[src/rtl/evest_pkg.sv]
// Types and constants shared by the encoder velocity estimator modules
package evest_pkg;

  localparam int ANGLE_W = 12;
  localparam int ELAPSED_W = 20;
  localparam int DELTA_W = 13;
  localparam int MAG_W = 12;
  localparam int SPEED_W = 32;
  localparam int DIST_W = 48;
  localparam int MAXSPD_W = 16;
  localparam int CIRC_W = 20;
  localparam int ALPHA_W = 17;
  localparam int CFG_IDX_W = 2;
  localparam int CFG_DATA_W = 20;
  localparam int NUM_W = 35;
  localparam int LIMIT_W = 25;
  localparam int RATE_W = 26;
  localparam int LHS_W = 28;
  localparam int RHS_W = 36;
  localparam int ACC_W = 50;
  localparam int DIV_CNT_W = 6;

  localparam logic [CFG_IDX_W-1:0] CFG_MAX_SPEED = 2'd0;
  localparam logic [CFG_IDX_W-1:0] CFG_CIRC = 2'd1;
  localparam logic [CFG_IDX_W-1:0] CFG_REVERSE = 2'd2;
  localparam logic [CFG_IDX_W-1:0] CFG_ALPHA = 2'd3;

  localparam logic [MAXSPD_W-1:0] RST_MAX_SPEED = 16'd1280;
  localparam logic [CIRC_W-1:0] RST_CIRC = 20'd200000;
  localparam logic [ALPHA_W-1:0] RST_ALPHA = 17'd6554;
  localparam logic [ALPHA_W-1:0] ALPHA_ONE = 17'd65536;

  localparam logic [16:0] CHK_SCALE = 17'd125000;
  localparam logic [23:0] RATE_SCALE = 24'd16000000;
  // max_speed * 1472 / 5, as a reciprocal multiply exact for 16-bit inputs
  localparam logic [26:0] LIMIT_MULT = 27'd77175194;
  localparam int LIMIT_SHIFT = 18;
  localparam logic [DIV_CNT_W-1:0] DIV_STEPS = 6'd35;

  typedef enum logic [3:0] {
    ST_IDLE,
    ST_DELTA,
    ST_CHK_LHS,
    ST_CHK_RHS,
    ST_CHECK,
    ST_NUM,
    ST_LIMIT,
    ST_DIV,
    ST_CLAMP,
    ST_DIST,
    ST_EMA_NEW,
    ST_EMA_OLD,
    ST_EMA_ROUND,
    ST_FIN
  } evest_state_t;

  typedef struct packed {
    logic load;
    logic delta;
    logic lhs;
    logic rhs;
    logic check;
    logic num;
    logic limit;
    logic div_start;
    logic clamp;
    logic dist_add;
    logic ema_new;
    logic ema_old;
    logic ema_round;
    logic emit;
  } evest_cmd_t;

  typedef struct packed {
    logic clear;
    logic glitch;
    logic div_done;
    logic out_busy;
  } evest_sts_t;

endpackage

[src/rtl/evest_ctrl.sv]
// Controller: sequences one sample through the datapath steps
module evest_ctrl (
  input  logic                  clk,
  input  logic                  rst_n,
  input  logic                  in_valid,
  output logic                  in_stall,
  input  evest_pkg::evest_sts_t sts,
  output evest_pkg::evest_cmd_t cmd
);

  evest_pkg::evest_state_t state_r;
  evest_pkg::evest_state_t state_nxt;

  always_ff @(posedge clk) begin
    if (!rst_n) begin
      state_r <= evest_pkg::ST_IDLE;
    end else begin
      state_r <= state_nxt;
    end
  end

  always_comb begin
    state_nxt = state_r;
    cmd = '0;
    in_stall = (state_r != evest_pkg::ST_IDLE);
    case (state_r)
      evest_pkg::ST_IDLE: begin
        if (in_valid) begin
          cmd.load = 1'b1;
          state_nxt = evest_pkg::ST_DELTA;
        end
      end
      evest_pkg::ST_DELTA: begin
        if (sts.clear) begin
          state_nxt = evest_pkg::ST_FIN;
        end else begin
          cmd.delta = 1'b1;
          state_nxt = evest_pkg::ST_CHK_LHS;
        end
      end
      evest_pkg::ST_CHK_LHS: begin
        cmd.lhs = 1'b1;
        state_nxt = evest_pkg::ST_CHK_RHS;
      end
      evest_pkg::ST_CHK_RHS: begin
        cmd.rhs = 1'b1;
        state_nxt = evest_pkg::ST_CHECK;
      end
      evest_pkg::ST_CHECK: begin
        cmd.check = 1'b1;
        state_nxt = evest_pkg::ST_NUM;
      end
      evest_pkg::ST_NUM: begin
        if (sts.glitch) begin
          state_nxt = evest_pkg::ST_FIN;
        end else begin
          cmd.num = 1'b1;
          state_nxt = evest_pkg::ST_LIMIT;
        end
      end
      evest_pkg::ST_LIMIT: begin
        cmd.limit = 1'b1;
        cmd.div_start = 1'b1;
        state_nxt = evest_pkg::ST_DIV;
      end
      evest_pkg::ST_DIV: begin
        if (sts.div_done) begin
          state_nxt = evest_pkg::ST_CLAMP;
        end
      end
      evest_pkg::ST_CLAMP: begin
        cmd.clamp = 1'b1;
        state_nxt = evest_pkg::ST_DIST;
      end
      evest_pkg::ST_DIST: begin
        cmd.dist_add = 1'b1;
        state_nxt = evest_pkg::ST_EMA_NEW;
      end
      evest_pkg::ST_EMA_NEW: begin
        cmd.ema_new = 1'b1;
        state_nxt = evest_pkg::ST_EMA_OLD;
      end
      evest_pkg::ST_EMA_OLD: begin
        cmd.ema_old = 1'b1;
        state_nxt = evest_pkg::ST_EMA_ROUND;
      end
      evest_pkg::ST_EMA_ROUND: begin
        cmd.ema_round = 1'b1;
        state_nxt = evest_pkg::ST_FIN;
      end
      evest_pkg::ST_FIN: begin
        if (!sts.out_busy) begin
          cmd.emit = 1'b1;
          state_nxt = evest_pkg::ST_IDLE;
        end
      end
      default: begin
        state_nxt = evest_pkg::ST_IDLE;
      end
    endcase
  end

endmodule

[config.mk]
export PLATFORM = sky130hd
export DESIGN_NAME = evest_ctrl
export DESIGN_NICKNAME = d
export VERILOG_FILES = /design/src/rtl/evest_pkg.sv /design/src/rtl/evest_ctrl.sv
export SDC_FILE = /design/constraint.sdc
export NUM_CORES = 1
export LEC_CHECK = 0
export ABC_AREA = 1
export BUFFER_PORTS_ARGS = -buffer_cell sky130_fd_sc_hd__buf_2
export CAP_MARGIN = 20
export CORE_AREA = 2 2 39 41
export DETAILED_ROUTE_END_ITERATION = 10
export DIE_AREA = 0 0 41 43
export PLACE_DENSITY = 0.55
export SYNTH_ARGS = -nofsm -noshare
export SYNTH_HDL_FRONTEND = slang
export SYNTH_SLANG_ARGS = --single-unit
[constraint.sdc]
create_clock -name clk -period 3.5 [get_ports clk]
set_clock_uncertainty 0.2 [all_clocks]
set_input_delay 0.7 -clock clk [delete_from_list [all_inputs] [get_ports clk]]
set_output_delay 0.7 -clock clk [all_outputs]
set_load 0.1 [all_outputs]
# == Word-level counts from Yosys, hierarchy flattened ==
# Index checks and enable logic that the tools add are counted.
# word_totals
reg_bits,4
latchBits,0
ramBits,0
rom_bits,0
inputBits,7
out_inout_bits,15
word_cells,43
memories,0
# classes
addsub,0
n_mul,0
div,0
order_cmp,0
eq_ne,16
shifts,0
muxes,23
n_bitwise,0
n_reduce_logical,3
# op_table
cell,count
one-hot mux 4 bit (14 select lines),1
"== test 4 bit, second input constant",6
two-way mux 4 bit,5
"== test 4 x 3 -> 1 bit, second input constant",4
two-way mux 1 bit,16
"== test 4 x 2 -> 1 bit, second input constant",2
"inequality test 2 bit, second input constant",3
"== test 4 x 1 -> 1 bit, second input constant",1
zero test 4 bit,1
nonzero test 4 bit,1
AND reduction 3 bit,1
two-way mux 2 bit,1

# == Depth between registers and ports, before layout ==
# Gate-level depths: netlist of the first run.
# logic_depth
ltp_word,3
mapped_depth,8
depth_no_buf,8

# == Least setup slack after synthesis of the first run ==
# Ideal clock, no wire load.
# synth_timing
kind,input-to-output
from,in sts[0] in the netlist's numbering
to,out cmd[0] in the netlist's numbering
t_arrival_ps,2798
required_time_ps,2600
slack_ps,-198
cell_stages,1
path_buffers,0
cell_sequence,nor3_1
# synth_between
elab_chain_cells,2
# synth_lines
element,line,source
"start, declared",evest_ctrl.sv:7,"input evest_pkg::evest_sts_t sts,"
two-way mux 1 bit,evest_ctrl.sv:92,if (!sts.out_busy) begin
two-way mux 1 bit,evest_ctrl.sv:26,case (state_r)
"end, declared",evest_ctrl.sv:8,output evest_pkg::evest_cmd_t cmd
# Every way passes these cells.

==> reports/qor.yml, run 1 <==
logic_synthesis:
  yosys.area.top_type: "dfxtp_1"
  syn_nets: 83
  synth-edff-count: 0
  yosysWarnings: 0
  yosys.area.top_type_share_pct: 20.2
  synth-async-reset-ratio_pct: 0
  yosys.cell_types.count: 15
  synth_area_leaders: "dfxtp_1 20%, nor2_1 20%, inv_1 14%"
  yosysMostFrequentCell: "nor2_1"
  syn_inst: 76
  seq_area_frac_synth_pct: 20.2
  synth_ff_type: "dfxtp_1"
  synth_area_per_cell_um2: 5.22
  synth_area_um2: 397
  yosys-top-cells-count: "21 x nor2_1, 15 x inv_1, 13 x nand2_1, 4 x dfxtp_1, 4 x nand2_2"
  ys_ff_latch: 4
route:
  wl_met3_um: 73
  ant_nets: 0
  highest_layer: "met4"
  drtIter0Drc: 11
  wl_met2_um: 429
  first_pass_iters: 4
  drcViolationCount: 0
  avgViaCountPerCell: 4.36
  vias: 501
  totalWireLength_um: 971
  post_drt_wl_per_cell_um: 8.44
  wl_met1_um: 450
hold_path:
  hold_path_class: "in2reg"
die:
  die-area_mm2: 0.00176
  initial_core_util_pct: 28.7
  fp.dieH_um: 43
  die_x_um: 41
  row_count: 14
  pin_count: 22
  design.core.area_mm2: 0.00138
sta:
  rsz0062_at_grt: "no"
  fin_crit_ns: 2.45
  final_max_slew_viol_count: 0
  final_hold_viol_count: 0
  slew-limit-headroom_pct: 67.8
  setup_viol: 0
  worstMarginPinSlew_ns: 0.487
  fmax_mhz: 408
  tns_ns: 0
  timing.final.crit_share_pct: 70.0
worst_setup_path:
  start_kind: "register"
  critPathMaxStageDelay_ns: 0.41
  crit_buf_inv: 3
  cp_top_family: "buffers and inverters"
  critPathSlowestCell: "buf_2"
  crit_type: "reg2out"
  crit_path_end_kind: "primary output"
  crit_chain: "nor2_1 > inv_1 > nor2_1 > nand2_1 > inv_1 > buf_2"
  cp.required_ns: 2.60
  crit_fanout: 4
  arrival_ns: 1.55
global_route:
  grt.overflow.total: 0
  grt_pass1_vias: 404
  track_usage_pct: 12.3
  antenna_found_initial: 0
  grt_max_degree: 6
  grt_pass1_wl_um: 1490
layout:
  largestRegisters: "state_r: 4 flops"
  diodes: 0
  drive_gt1_share_pct: 37.4
  n_fill_cell: 168
  top_register: "state_r"
  largest_reg_flops: 4
  area_delta_synth_final_pct: 37.2
  multi_input_area_um2: 249
  seqCellArea_um2: 80.1
  finalNetCount: 108
cts:
  worst_skew_pair.late_latency_ns: 0.23
  cts_buffer_depth: 2
  ctsHoldBuffers: 0
  numCtsBuffers: 3
  post_cts_buffers: 0
  cts_resized: 0
  cts_tree: "yes"
  cts_root_buf: "clkbuf_4"
  path_clk_slew_ns: 0.04
  clock_sinks: 4
  h-tree-depth: 1
place:
  gp_congestion: 0.745
  port_buffers: 21
  place_hpwl_um: 836
outcome:
  status: "finished clean"
job:
  maxCapViolCount: 0
-- worst min-delay path, stage by stage --
cell and delay, ns:
buf_2 0.09, nand2_1 0.05, inv_1 0.04
-- path summary, 6_finish.rpt --
path	from	to	cells after the start	slack, ns
min reg2reg	state_r[0]	state_r[3]	4	0.54
max reg2reg	state_r[2]	state_r[3]	7	2.12
max	state_r[2]	cmd[12]	6	1.05
min	rst_n	state_r[1]	3	0.47
-- per-stage QoR --
step	hold WS (ns)	worst slack [ns]	util, %	area [um^2]	std cells
detailed placement	0.539	1.20	37.7	522	112
global route	0.508	0.972	39.3	544	115
global placement	0.535	1.20	37.7	522	112
floorplan	0.463	0.205	-	404	76
finish	0.468	1.05	39.3	544	115
CTS	0.467	1.03	39.3	544	115
-- cell families after synthesis --
group / count (synthesis) / synth area share [%]
AOI/OAI and AO/OA: 5 / 6.31
buffers and inverters: 19 / 18.9
DFF: 4 / 20.2
and+or+nand+nor: 48 / 54.6
-- cells in the final DEF (no fill, tap or decap) --
master    Yosys  layout
buf_2         0      21
nor2_2        3       4
nand3_2       1       1
nand2_2       4       4
clkbuf_4      0       3
nor2_1       21      20
nand3b_1      1       1
a21oi_1       3       3
dfxtp_1       4       4
o21ai_0       2       2
inv_2         3       3
nand2_1      13      13
nor3_2        0       1
nand3_1       2       2
inv_1        15      15
nand4_1       2       2
-- metal layers --
layer	vias to the layer above	global-route usage, %
met4	0	8.00
li1	272	-
met5	-	0
met1	204	15.1
met3	2	1.57
met2	23	19.1
-- cell type report --
class / count / area share, %
Multi-Input combinational cell: 53 / 45.7
Sequential cell: 4 / 14.7
Clock buffer: 3 / 4.14
Inverter: 18 / 12.4
Tap cell: 16 / 3.68
Timing Repair Buffer: 21 / 19.3
Power of run 1 is left out: the tool's default activity adds up to more than one toggle a clock period on the data nets, which glitch-free logic cannot reach.
==> run 2, diff against run 1 <==
clock period = 2.5 ns   (was 3.5 ns; I/O delays follow)
==> reports/qor.yml, run 2 (synthesized netlist as in run 1, its figures left out) <==
route:
  ant_nets: 0  # unchanged
  avgViaCountPerCell: 4.50  # was 4.36
  wl_met1_um: 451  # was 450 um
  drcViolationCount: 0  # unchanged
  highest_layer: "met4"  # unchanged
  post_drt_wl_per_cell_um: 9.32  # was 8.44 um
  vias: 518  # was 501
  totalWireLength_um: 1070  # was 971 um
  wl_met3_um: 67  # was 73 um
  first_pass_iters: 4  # unchanged
  drtIter0Drc: 17  # was 11
  wl_met2_um: 543  # was 429 um
cts:
  numCtsBuffers: 3  # unchanged
  post_cts_buffers: 0  # unchanged
  path_clk_slew_ns: 0.04  # about the same
  cts_tree: "yes"  # unchanged
  worst_skew_pair.late_latency_ns: 0.23  # about the same
  cts_resized: 0  # unchanged
  h-tree-depth: 1  # unchanged
  cts_root_buf: "clkbuf_4"  # unchanged
  clock_sinks: 4  # unchanged
  cts_buffer_depth: 2  # unchanged
  ctsHoldBuffers: 0  # unchanged
hold_path:
  hold_path_end: "state_r[1]"  # unchanged
  hold-path-cell-count: 3  # unchanged
  hold_path_class: "in2reg"  # unchanged
  min_from: "rst_n"  # unchanged
die:
  row_count: 14  # unchanged
  die-area_mm2: 0.00176  # unchanged
  design.core.area_mm2: 0.00138  # unchanged
  pin_count: 22  # unchanged
  die_x_um: 41  # unchanged
  fp.dieH_um: 43  # unchanged
  initial_core_util_pct: 28.7  # unchanged
global_route:
  grt_pass1_wl_um: 1550  # was 1490 um
  grt_max_degree: 6  # unchanged
  antenna_found_initial: 0  # unchanged
  grt.overflow.total: 0  # unchanged
  track_usage_pct: 13.3  # was 12.3%
  grt_pass1_vias: 432  # was 404
sta:
  rsz0062_at_grt: "no"  # unchanged
  fmax_mhz: 443
  hold_ws_ns: 0.270  # was 0.468 ns
  worstMarginPinSlew_ns: 0.486  # was 0.487 ns
  slew-limit-headroom_pct: 67.8  # about the same
  setup_viol: 0  # unchanged
  final_hold_viol_count: 0  # unchanged
  final_max_slew_viol_count: 0  # unchanged
  timing.final.crit_share_pct: 90.3
  fin_crit_ns: 2.26
layout:
  largestRegisters: "state_r: 4 flops"  # unchanged
  top_register: "state_r"  # unchanged
  final_common_cell: "buf_2"  # unchanged
  largest_reg_flops: 4  # unchanged
  most-common-layout-cells: "21 x buf_2, 15 x inv_1, 14 x nor2_1, 13 x nand2_1, 9 x nor2_2"  # was 21 x buf_2, 20 x nor2_1, 15 x inv_1, 13 x nand2_1
  diodes: 0  # unchanged
  area_delta_synth_final_pct: 42.3  # was 37.2%
  finalNetCount: 108  # unchanged
  drive_gt1_share_pct: 43.4  # was 37.4%
  utilization_pct: 40.8  # was 39.3%
place:
  port_buffers: 21  # unchanged
  gp_congestion: 0.748  # was 0.745
  place_hpwl_um: 927  # was 836 um
worst_setup_path:
  start_kind: "register"  # unchanged
  arrival_ns: 1.56  # was 1.55 ns
  crit_type: "reg2out"  # unchanged
  crit_fanout: 4  # unchanged
  crit_chain: "nor2_1 > inv_1 > nor2_1 > nand2_1 > inv_1 > buf_2"  # unchanged
  crit_path_end_kind: "primary output"  # unchanged
  cp.required_ns: 1.80  # was 2.60 ns
  r2r_end: "state_r[3]"  # unchanged
  r2r-start: "state_r[2]"  # unchanged
  critPathMaxStageDelay_ns: 0.41  # about the same
  critPathSlowestCell: "buf_2"  # unchanged
  r2r_setup_slack_ns: 1.10  # was 2.12 ns
  reg2reg_depth: 6  # was 7
outcome:
  status: "finished clean"  # unchanged
job:
  maxCapViolCount: 0  # unchanged
-- run 2: cell counts in the layout (fill, tap and decap cells not counted) --
Identical to the previous run, type by type.
-- run 2: worst max-delay path by stage --
stage                          start       to  slack (ns)  cells past startpoint
after CTS                 state_r[2]  cmd[12]        0.22                      6
final                     state_r[2]  cmd[12]        0.24                      6
after floorplan           state_r[2]  cmd[13]       -0.41                      3
after global routing      state_r[2]  cmd[12]        0.12                      6
after global placement    state_r[2]  cmd[12]        0.52                      6
after detailed placement  state_r[2]  cmd[12]        0.48                      6
-- run 2: layer usage --
metal  GRT usage (%)  vias up
li1                -      273
met1            11.5      227
met3            3.14        2
met2            23.8       16
met4            10.0        0
met5               0        -
-- run 2: through the flow --
| step | instances | cell area [um^2] | setup slack (ns) | setup TNS [ns] |
|---|---|---|---|---|
| final | 115 | 564 | 0.244 | 0 |
| after global routing | 115 | 564 | 0.120 | 0 |
| after CTS | 115 | 564 | 0.224 | 0 |
| after detailed placement | 112 | 542 | 0.481 | 0 |
| after global placement | 112 | 542 | 0.523 | 0 |
| after floorplan | 76 | 424 | -0.412 | -0.422 |
-- run 2: cell type report --
cell class                      instances  area [um^2]
Tap cell                               16         20.0
Clock buffer                            3         22.5
Inverter                               18         67.6
Multi-Input combinational cell         53          269
Timing Repair Buffer                   21          105
Fill cell                             161          820
Sequential cell                         4         80.1
-- run 2: critical path: cells and delay by family, from the launching register on --
family        cells  cell delay [ns]
simple gates      3             0.43
flops             1             0.32
buf+inv           3             0.57
Power of run 2 is left out for the same reason.
==> run 3, diff against run 2 <==
ABC_AREA = 0   (was 1)
CORE_AREA = default   (was 2 2 39 41)
CORE_MARGIN = 2   (was default)
CORE_UTILIZATION = 32   (was default)
DIE_AREA = default   (was 0 0 41 43)
GPL_TIMING_DRIVEN = 0   (was default)
PLACE_DENSITY = 0.57   (was 0.55)
SKIP_LAST_GASP = 1   (was default)
==> reports/qor.yml, run 3 <==
outcome:
  status: "finished clean"  # unchanged
layout:
  largest_reg_flops: 4  # unchanged
  area_delta_synth_final_pct: 59.2  # was 42.3%
  most-common-layout-cells: "17 x buf_2, 10 x clkbuf_4, 5 x nor2_1, 5 x a21oi_1"  # was 21 x buf_2, 15 x inv_1, 14 x nor2_1, 13 x nand2_1, 9 x nor2_2
  final_cell_area_um2: 717  # was 564 um^2
  final_cells: 102  # was 115
  largestRegisters: "state_r: 4 flops"  # unchanged
  drive_gt1_share_pct: 56.3  # was 43.4%
  diodes: 0  # unchanged
  n_fill_cell: 135  # was 161
  top_register: "state_r"  # unchanged
  final_common_cell: "buf_2"  # unchanged
  finalNetCount: 96  # was 108
sta:
  final_max_slew_viol_count: 0  # unchanged
  worstMarginPinSlew_ns: 0.486  # about the same
  setup_viol: 0  # unchanged
  hold_ws_ns: 0.328  # was 0.270 ns
  fin_crit_ns: 2.43  # was 2.26 ns
  fmax_mhz: 411  # was 443 MHz
  rsz0062_at_grt: "no"  # unchanged
  final_hold_viol_count: 0  # unchanged
  timing.final.crit_share_pct: 97.3  # was 90.3%
  slew-limit-headroom_pct: 67.8  # about the same
place:
  post-place-cells: 99  # was 112
  gp_congestion: 0.757  # was 0.748
  port_buffers: 21  # unchanged
  postPlaceCellArea_um2: 674  # was 542 um^2
  place_hpwl_um: 946  # was 927 um
cts:
  cts_root_buf: "clkbuf_4"  # unchanged
  worst_skew_pair.late_latency_ns: 0.23  # about the same
  clock_sinks: 4  # unchanged
  ctsHoldBuffers: 0  # unchanged
  path_clk_slew_ns: 0.04  # about the same
  cts_buffer_depth: 2  # unchanged
  numCtsBuffers: 3  # unchanged
  cts_tree: "yes"  # unchanged
  h-tree-depth: 1  # unchanged
logic_synthesis:
  yosys-top-cells-count: "11 x nor2_1, 5 x a21oi_1, 5 x nor3_1, 4 x dfxtp_1, 4 x nand2_1"  # was 21 x nor2_1, 15 x inv_1, 13 x nand2_1, 4 x dfxtp_1, 4 x nand2_2
  ys_ff_latch: 4  # unchanged
  yosysMostFrequentCell: "nor2_1"  # unchanged
  synth_area_leaders: "dfxtp_1 18%, nor2_1 9.2%, a21oi_1 5.6%"  # was dfxtp_1 20%, nor2_1 20%, inv_1 14%
  syn_inst: 63  # was 76
  synth_ff_type: "dfxtp_1"  # unchanged
  yosysWarnings: 0  # unchanged
  yosys.area.top_type: "dfxtp_1"  # unchanged
  synth-edff-count: 0  # unchanged
  synth-async-reset-ratio_pct: 0  # unchanged
  synth_area_um2: 450  # was 397 um^2
  seq_area_frac_synth_pct: 17.8  # was 20.2%
  syn_nets: 70  # was 83
  yosys.cell_types.count: 28  # was 15
  synth_area_per_cell_um2: 7.15  # was 5.22 um^2
  yosys.area.top_type_share_pct: 17.8  # was 20.2%
worst_setup_path:
  r2r-start: "state_r[0]"  # was state_r[2]
  crit_path_end_kind: "primary output"  # unchanged
  start_kind: "register"  # unchanged
  crit_type: "reg2out"  # unchanged
  r2r_setup_slack_ns: 0.72  # was 1.10 ns
  cp.required_ns: 1.80  # about the same
  crit_fanout: 7  # was 4
  r2r_end: "state_r[3]"  # unchanged
  reg2reg_depth: 5  # was 6
  arrival_ns: 1.73  # was 1.56 ns
global_route:
  grt_max_degree: 11  # was 6
  grt_pass1_wl_um: 2030  # was 1550 um
  grt_pass1_vias: 468  # was 432
  antenna_found_initial: 0  # unchanged
  grt.overflow.total: 0  # unchanged
  track_usage_pct: 15.0  # was 13.3%
route:
  avgViaCountPerCell: 5.24  # was 4.50
  first_pass_iters: 5  # was 4
  wl_met1_um: 545  # was 451 um
  drcViolationCount: 0  # unchanged
  totalWireLength_um: 1210  # was 1070 um
  wl_met2_um: 596  # was 543 um
  drtIter0Drc: 18  # was 17
  wl_met3_um: 67  # unchanged
  vias: 534  # was 518
  highest_layer: "met3"  # was met4
  ant_nets: 0  # unchanged
  post_drt_wl_per_cell_um: 11.9  # was 9.32 um
power:
  p_leak_nw: 0.300
  internal_power_mw: 0.332
  pwr-share-seq_pct: 11.5
  p_sw_mw: 0.612
  combPwrFrac_pct: 80.4
  finalPower_mw: 0.944
  power_frac_clock_pct: 8.1
  power.ir.vdd_worst_v: 0.00127
  switching_share_pct: 64.8
  p_per_area_mw_per_mm2: 1320
die:
  pin_count: 22  # unchanged
  design.core.area_mm2: 0.00130  # was 0.00138 mm^2
  row_count: 13  # was 14
  fp.dieH_um: 41.5  # was 43 um
  die_x_um: 41.5  # was 41 um
  initial_core_util_pct: 34.6  # was 28.7%
  die-area_mm2: 0.00172  # was 0.00176 mm^2
hold_path:
  hold_path_end: "state_r[0]"  # was state_r[1]
  hold_path_class: "in2reg"  # unchanged
  min_from: "rst_n"  # unchanged
  hold-path-cell-count: 2  # was 3
job:
  maxCapViolCount: 0  # unchanged
## run 3: what timing repair did
action                     in CTS  in global routing
resized for setup               1                  8
setup endpoints to repair       1                  8
gates cloned                    0                  0
setup buffers                   0                  0
## run 3: final cells by class
class / count / area, um^2 / area share [%]
Sequential cell: 4 / 80.1 / 11.2
Multi-Input combinational cell: 50 / 420 / 58.6
Inverter: 3 / 11.3 / 1.57
Buffer: 6 / 41.3 / 5.76
Timing Repair Buffer: 21 / 123 / 17.1
Clock buffer: 3 / 22.5 / 3.14
Tap cell: 15 / 18.8 / 2.62
## run 3: kinds of logic after synthesis
family                 share of synthesized area [%]
buffers and inverters                           10.8
AOI/OAI and AO/OA                               31.7
DFF                                             17.8
and+or+nand+nor                                 37.5
muxes                                           2.22
## run 3: worst max-delay path: stages (launching register included)
cell and delay (ns):
dfxtp_1 0.30, buf_6 0.13, or4_4 0.57, nor2_4 0.09
buf_2 0.42
## run 3: per-layer routing
metal,global-route usage (%),up-vias
met4,7.74,0
met3,3.04,0
met5,0,-
met2,22.5,21
met1,20.2,236
li1,-,277
## run 3: through the flow
step / setup slack (ns) / TNS (ns) / util [%]
final: 0.0669 / 0 / 55.1
after floorplan: -0.213 / -0.413 / -
after global routing: 0.0225 / 0 / 55.1
after global placement: 0.191 / 0 / 51.8
after CTS: 0.0229 / 0 / 53.8
after detailed placement: 0.197 / 0 / 51.8
## run 3: worst max path at each step
stage / startpoint / endpoint / slack, ns / cells after the start
2_1_floorplan: state_r[1] / cmd[11] / -0.21 / 3
3_3_place_gp: state_r[1] / cmd[7] / 0.19 / 5
3_5_place_dp: state_r[1] / cmd[7] / 0.20 / 5
4_1_cts: state_r[1] / cmd[11] / 0.02 / 4
5_1_grt: state_r[0] / cmd[8] / 0.02 / 4
6_report: state_r[2] / cmd[13] / 0.07 / 4
## run 3: power groups by stage
stage	clock network (mW)	logic, mW	registers [mW]
2_1_floorplan	0	0.661	0.102
3_5_place_dp	0	0.750	0.110
6_report	0.0762	0.759	0.109
4_1_cts	0.0811	0.753	0.110
3_3_place_gp	0	0.753	0.111
5_1_grt	0.0841	0.796	0.114
Power figures use the tool's default switching activity.
